### src/rtl/bba_pkg.sv
// Shared types, codes and helpers for the block bitmap allocator.
// Self-contained; imported by bba_grp_div and block_bitmap_allocator_top.
package bba_pkg;

   // default geometry of the bitmap store
   localparam int GROUP_BYTES_DEF = 1024;
   localparam int GROUPS_DEF      = 4;

   // byte value with every block in use
   localparam logic [7:0] BYTE_FULL = 8'hFF;

   // reset values of the registers
   localparam logic [14:0] DATA_START_RST   = 15'd0;
   localparam logic [15:0] TOTAL_BLOCKS_RST = 16'd32768;

   // result status codes
   typedef enum logic [2:0] {
      ST_OK           = 3'd0,
      ST_ALREADY_FREE = 3'd1,
      ST_INVALID      = 3'd2,
      ST_NO_FREE      = 3'd3,
      ST_OUT_OF_RANGE = 3'd4
   } bba_status_type;

   // request kinds
   typedef enum logic {
      OP_ALLOC = 1'b0,
      OP_FREE  = 1'b1
   } bba_op_type;

   // register indexes
   typedef enum logic {
      CSR_DATA_START   = 1'b0,
      CSR_TOTAL_BLOCKS = 1'b1
   } bba_csr_type;

   // status of the group index divider
   typedef struct packed {
      logic busy;
      logic done;
   } bba_div_stat_type;

   // position of the first clear bit, most significant bit first
   function automatic logic [2:0] first_clear(input logic [7:0] b);
      logic [2:0] k;
      logic       hit;
      k   = 3'd0;
      hit = 1'b0;
      for (int i = 0; i < 8; i++) begin
         if (!hit && !b[7-i]) begin
            k   = 3'(i);
            hit = 1'b1;
         end
      end
      return k;
   endfunction

endpackage

### src/rtl/bba_grp_div.sv
// Iterative group index unit: divides a block number by the group size
// by repeated subtraction, one group per cycle. Uses bba_pkg.
module bba_grp_div import bba_pkg::*; #(
   parameter int GROUP_BYTES = GROUP_BYTES_DEF,
   parameter int GROUPS      = GROUPS_DEF,
   localparam int GROUP_BITS = GROUP_BYTES * 8,
   localparam int GAW        = (GROUPS > 1) ? $clog2(GROUPS) : 1
) (
   input  logic             clock,
   input  logic             reset,
   input  logic             start,
   input  logic [14:0]      value,
   output bba_div_stat_type stat,
   output logic [GAW-1:0]   grp
);

   logic           busy_ff, busy_in;
   logic [15:0]    rem_ff, rem_in;
   logic [GAW-1:0] quo_ff, quo_in;
   logic           ge;

   assign ge = rem_ff >= 16'(GROUP_BITS);

   // load on start, subtract one group per cycle, stop when below a group
   always_comb begin
      busy_in = busy_ff;
      rem_in  = rem_ff;
      quo_in  = quo_ff;
      if (start) begin
         busy_in = 1'b1;
         rem_in  = 16'(value);
         quo_in  = '0;
      end else if (busy_ff) begin
         if (ge) begin
            rem_in = rem_ff - 16'(GROUP_BITS);
            quo_in = quo_ff + GAW'(1);
         end else begin
            busy_in = 1'b0;
         end
      end
   end

   always_ff @(posedge clock) begin
      if (reset) begin
         busy_ff <= 1'b0;
      end else begin
         busy_ff <= busy_in;
      end
      rem_ff <= rem_in;
      quo_ff <= quo_in;
   end

   assign stat.busy = busy_ff;
   assign stat.done = busy_ff && !ge;
   assign grp       = quo_ff;

endmodule
### config.mk
export PLATFORM = sky130hd
export DESIGN_NAME = bba_grp_div
export DESIGN_NICKNAME = d
export VERILOG_FILES = /design/src/rtl/bba_pkg.sv /design/src/rtl/bba_grp_div.sv
export SDC_FILE = /design/constraint.sdc
export NUM_CORES = 1
export LEC_CHECK = 0
export ABC_CLOCK_PERIOD_IN_PS = 1500
export BUFFER_PORTS_ARGS = -buffer_cell sky130_fd_sc_hd__buf_2
export CAP_MARGIN = 40
export CORE_AREA = 10 10 47 49
export CTS_CLUSTER_DIAMETER = 200
export DETAILED_ROUTE_END_ITERATION = 12
export DIE_AREA = 0 0 57 59
export PLACE_DENSITY = 0.57
export REMOVE_ABC_BUFFERS = 1
export SLEW_MARGIN = 40
export SYNTH_ARGS = -nofsm -noshare
export SYNTH_HDL_FRONTEND = slang
export SYNTH_SLANG_ARGS = --single-unit
### constraint.sdc
create_clock -name clock -period 1.5 [get_ports clock]
set_clock_uncertainty 0.15 [all_clocks]
set_input_delay 0.225 -clock clock [delete_from_list [all_inputs] [get_ports clock]]
set_output_delay 0.225 -clock clock [all_outputs]
set_load 0.01 [all_outputs]
**Yosys cells after proc, flatten, opt, wreduce, memory -nomap -nowiden**

Index checks and enable logic that the tools add are counted.

- Bitwise gates (word level): 0
- Shift operators: 0
- Mux-type cells: 6
- Eq/ne operators: 0
- Reductions and logical operators: 6
- Add/subtract/negate cells: 2
- Div/mod/pow operators: 0
- Multiply operators: 0
- $lt $le $gt $ge: 1

Operator list:

| operator | count |
|---|---|
| 15-bit two-way mux | 3 |
| 16-bit by 14-bit greater-or-equal comparator with 1-bit output (second input constant) | 1 |
| 16-bit by 14-bit subtractor with 16-bit output (second input constant) | 1 |
| 2-bit AND reduction | 2 |
| 2-bit nonzero test | 2 |
| 1-bit two-way mux | 3 |
| 2-bit by 1-bit adder with 2-bit output (second input constant) | 1 |
| 1-bit logical AND | 1 |
| 1-bit zero test | 1 |

- Bits in writable memories: 0
- Bits of input ports: 18
- Bits in latches: 0
- Memories: 0
- Output and inout bits: 4
- ROM bits: 0
- Register bits: 19

**Depth between registers and ports, before layout**

- Word-level depth: 4
- Depth in mapped cells: 5
- Mapped depth without buffers: 5

**Worst setup path before layout**

OpenSTA, ideal clock, no wires.

- Path kind: register -> output
- Start point: register rem_ff[14]
- End point: output port stat[0] (netlist name)
- Required time: 1.125 ns
- Cell stages (with the launch flop): 2
- Data arrival time: 0.919 ns
- Buffers on the path: 0
- Path slack: 0.206 ns
- Path through: edfxtp_1 nor4b_1

RTL lines:

| what | RTL line | source |
|---|---|---|
| start: declaration | bba_grp_div.sv:18 | `logic [15:0] rem_ff, rem_in;` |
| start signal: assignment | bba_grp_div.sv:49 | `rem_ff <= rem_in;` |
| end: declaration | bba_grp_div.sv:13 | `output bba_div_stat_type stat,` |

==> impl_metrics.yaml <==
floorplanning:
  die_x_microns: 57
  die_y_microns: 59
  design.die.area_sq_mm: 0.00336
  num_io_pins: 22
  num_rows: 14
  core-area_sq_mm: 0.00140
  start_util_pct: 21.4
global_routing:
  grt_max_degree: 9
  grtUsageTotal_pct: 4.11
  antenna_found_initial: 0
  grt_pass1_wl_microns: 952
  grt_pass1_vias: 233
  gr-total-overflow: 0
drt:
  dr.first_iter.drc_count: 2
  firstDrtPassIters: 3
  num_vias: 237
  viasPerCell: 4.16
  wirelength_microns: 593
  wl_per_cell_microns: 10.4
  drc: 0
  antenna_left: 0
finish:
  nets: 61
  diodes: 0
  fill_cells: 166
  final_cell_mix: "8 x buf_2, 4 x nand2_1, 4 x dfxtp_1"
  design_area_sq_um: 407
  layout_commonest_cell: "buf_2"
  syn_to_final_growth_pct: 35.4
  drive_above_1_share_pct: 46.3
yosys:
  netlist_instances: 29
  syn_area_sq_um: 300
  synth_cell_types: 18
  ys_ff_latch: 6
  ys_seq_area_share_pct: 46.7
  ys_warn_count: 0
  syn_area_per_cell_sq_um: 10.4
sta:
  rsz0062_at_grt: "true"
  final-max-slew-violation-count: 0
  fin_ws_ns: 0.0421
  max_freq_mhz: 686
  whs_ns: 0.0767
  period_share_pct: 97.2
  slew_headroom_pct: 83.5
  tightest_slew_ns: 0.246
  period_minus_slack_ns: 1.46
  setup-tns-final_ns: 0
  setup_viol: 0
  finalHoldViolations: 0
clock_network:
  cts_made_buffers: 3
  clock_latency_ns: 0.25
  cts.sinks: 6
  root_buffer: "clkbuf_4"
  path_clk_slew_ns: 0.05
  cts_tree: "done"
  cts.htree.levels: 1
  cts_buffer_depth: 2
pwr:
  ir_drop_mv: 0.533
  p_leak_nw: 0.177
  p_total_uw: 450
  p_per_area_mw_per_mm2: 1110
critical_path:
  cp-end-kind: "output pin"
  crit_type: "register to output pin"
  cp.required_ns: 1.12
  startpoint_type: "register"
  cp_max_fo: 2
  arrival_ns: 1.08
placement:
  portBuffers: 8
  place_ws_ns: 0.126
  place_area_sq_um: 345
  gp_congestion: 0.669
min_path:
  hp-class: "input pin to register"
run_status:
  outcome: "complete, no violations"
job:
  maxCapViolCount: 0
state kept, by name (all words and copies together), names as in the netlist:
register / cells
busy_ff: 1
grp: 2
rem_ff: 3
cell usage after synthesis, drive strengths merged:
| cell | instances | area share, % |
|---|---|---|
| o31ai | 1 | 4.2 |
| xor2 | 2 | 5.8 |
| nor2 | 2 | 2.5 |
| a211o | 1 | 2.9 |
| o21ai | 2 | 3.3 |
| nor2b | 1 | 4.6 |
| nor4b | 1 | 2.9 |
| buf | 1 | 2.5 |
| a21oi | 1 | 2.9 |
| inv | 2 | 2.5 |
| nand2b | 1 | 2.1 |
| nand2 | 4 | 5.0 |
| dfxtp | 4 | 27 |
| clkbuf | 2 | 2.5 |
| o311ai | 1 | 5.4 |
| ha | 1 | 4.2 |
| edfxtp | 2 | 20 |
where the power goes:
group	leakage, nW	internal, mW	switching (mW)	total (mW)
logic	0.109	0.0419	0.0388	0.0807
clock network	0.0150	0.101	0.0655	0.167
registers	0.0531	0.187	0.0159	0.203
total	0.177	0.330	0.120	0.450
cells by family after synthesis:
kind of cell	share of synthesized area [%]
and+or+nand+nor	17.1
buffers and inverters	7.50
AOI/OAI and AO/OA	18.8
adders and majority gates	4.17
DFF	46.7
xor gates and xnor gates	5.83
per-stage QoR:
stage	utilization, %	instances
finish	29.0	57
global route	29.0	57
CTS	28.7	57
detailed placement	24.6	50
global placement	24.6	50
floorplan	-	26
worst max-delay path: stages (launching register included):
cell	delay, ns
edfxtp_1	0.40
nor4b_2	0.26
buf_2	0.17
final timing paths:
kind                            startpoint         end  slack (ns)  cells after the start
worst max-delay path            rem_ff[14]     stat[0]        0.04                      2
worst min-delay path                 start  rem_ff[15]        0.08                      2
worst max register to register  rem_ff[14]  rem_ff[14]        0.11                      3
worst min register to register      grp[1]      grp[1]        0.36                      2
layout make-up:
class	count	area [sq um]	area share, %
flip-flops and latches	6	140	34.5
inverters	2	7.51	1.85
multi-input cells	18	144	35.4
well taps	16	20.0	4.92
clock buffers	4	26.3	6.46
repair buffers	11	68.8	16.9
timing repair:
| action | CTS | global route |
|---|---|---|
| setup buffers | 2 | 0 |
| gates resized for setup | 1 | 1 |
| setup endpoints to repair | 1 | 2 |
| hold buffers | 1 | 0 |
| hold endpoints to repair | 1 | 0 |
| pin swaps | 0 | 1 |
layer usage:
metal	up-vias	GRT usage (%)	share of wire [%]
met3	4	2.79	6.6
li1	120	-	-
met5	-	0	0
met2	8	4.81	39
met1	105	3.92	48
met4	0	6.04	6.1
(Power assumes the default switching activity.)
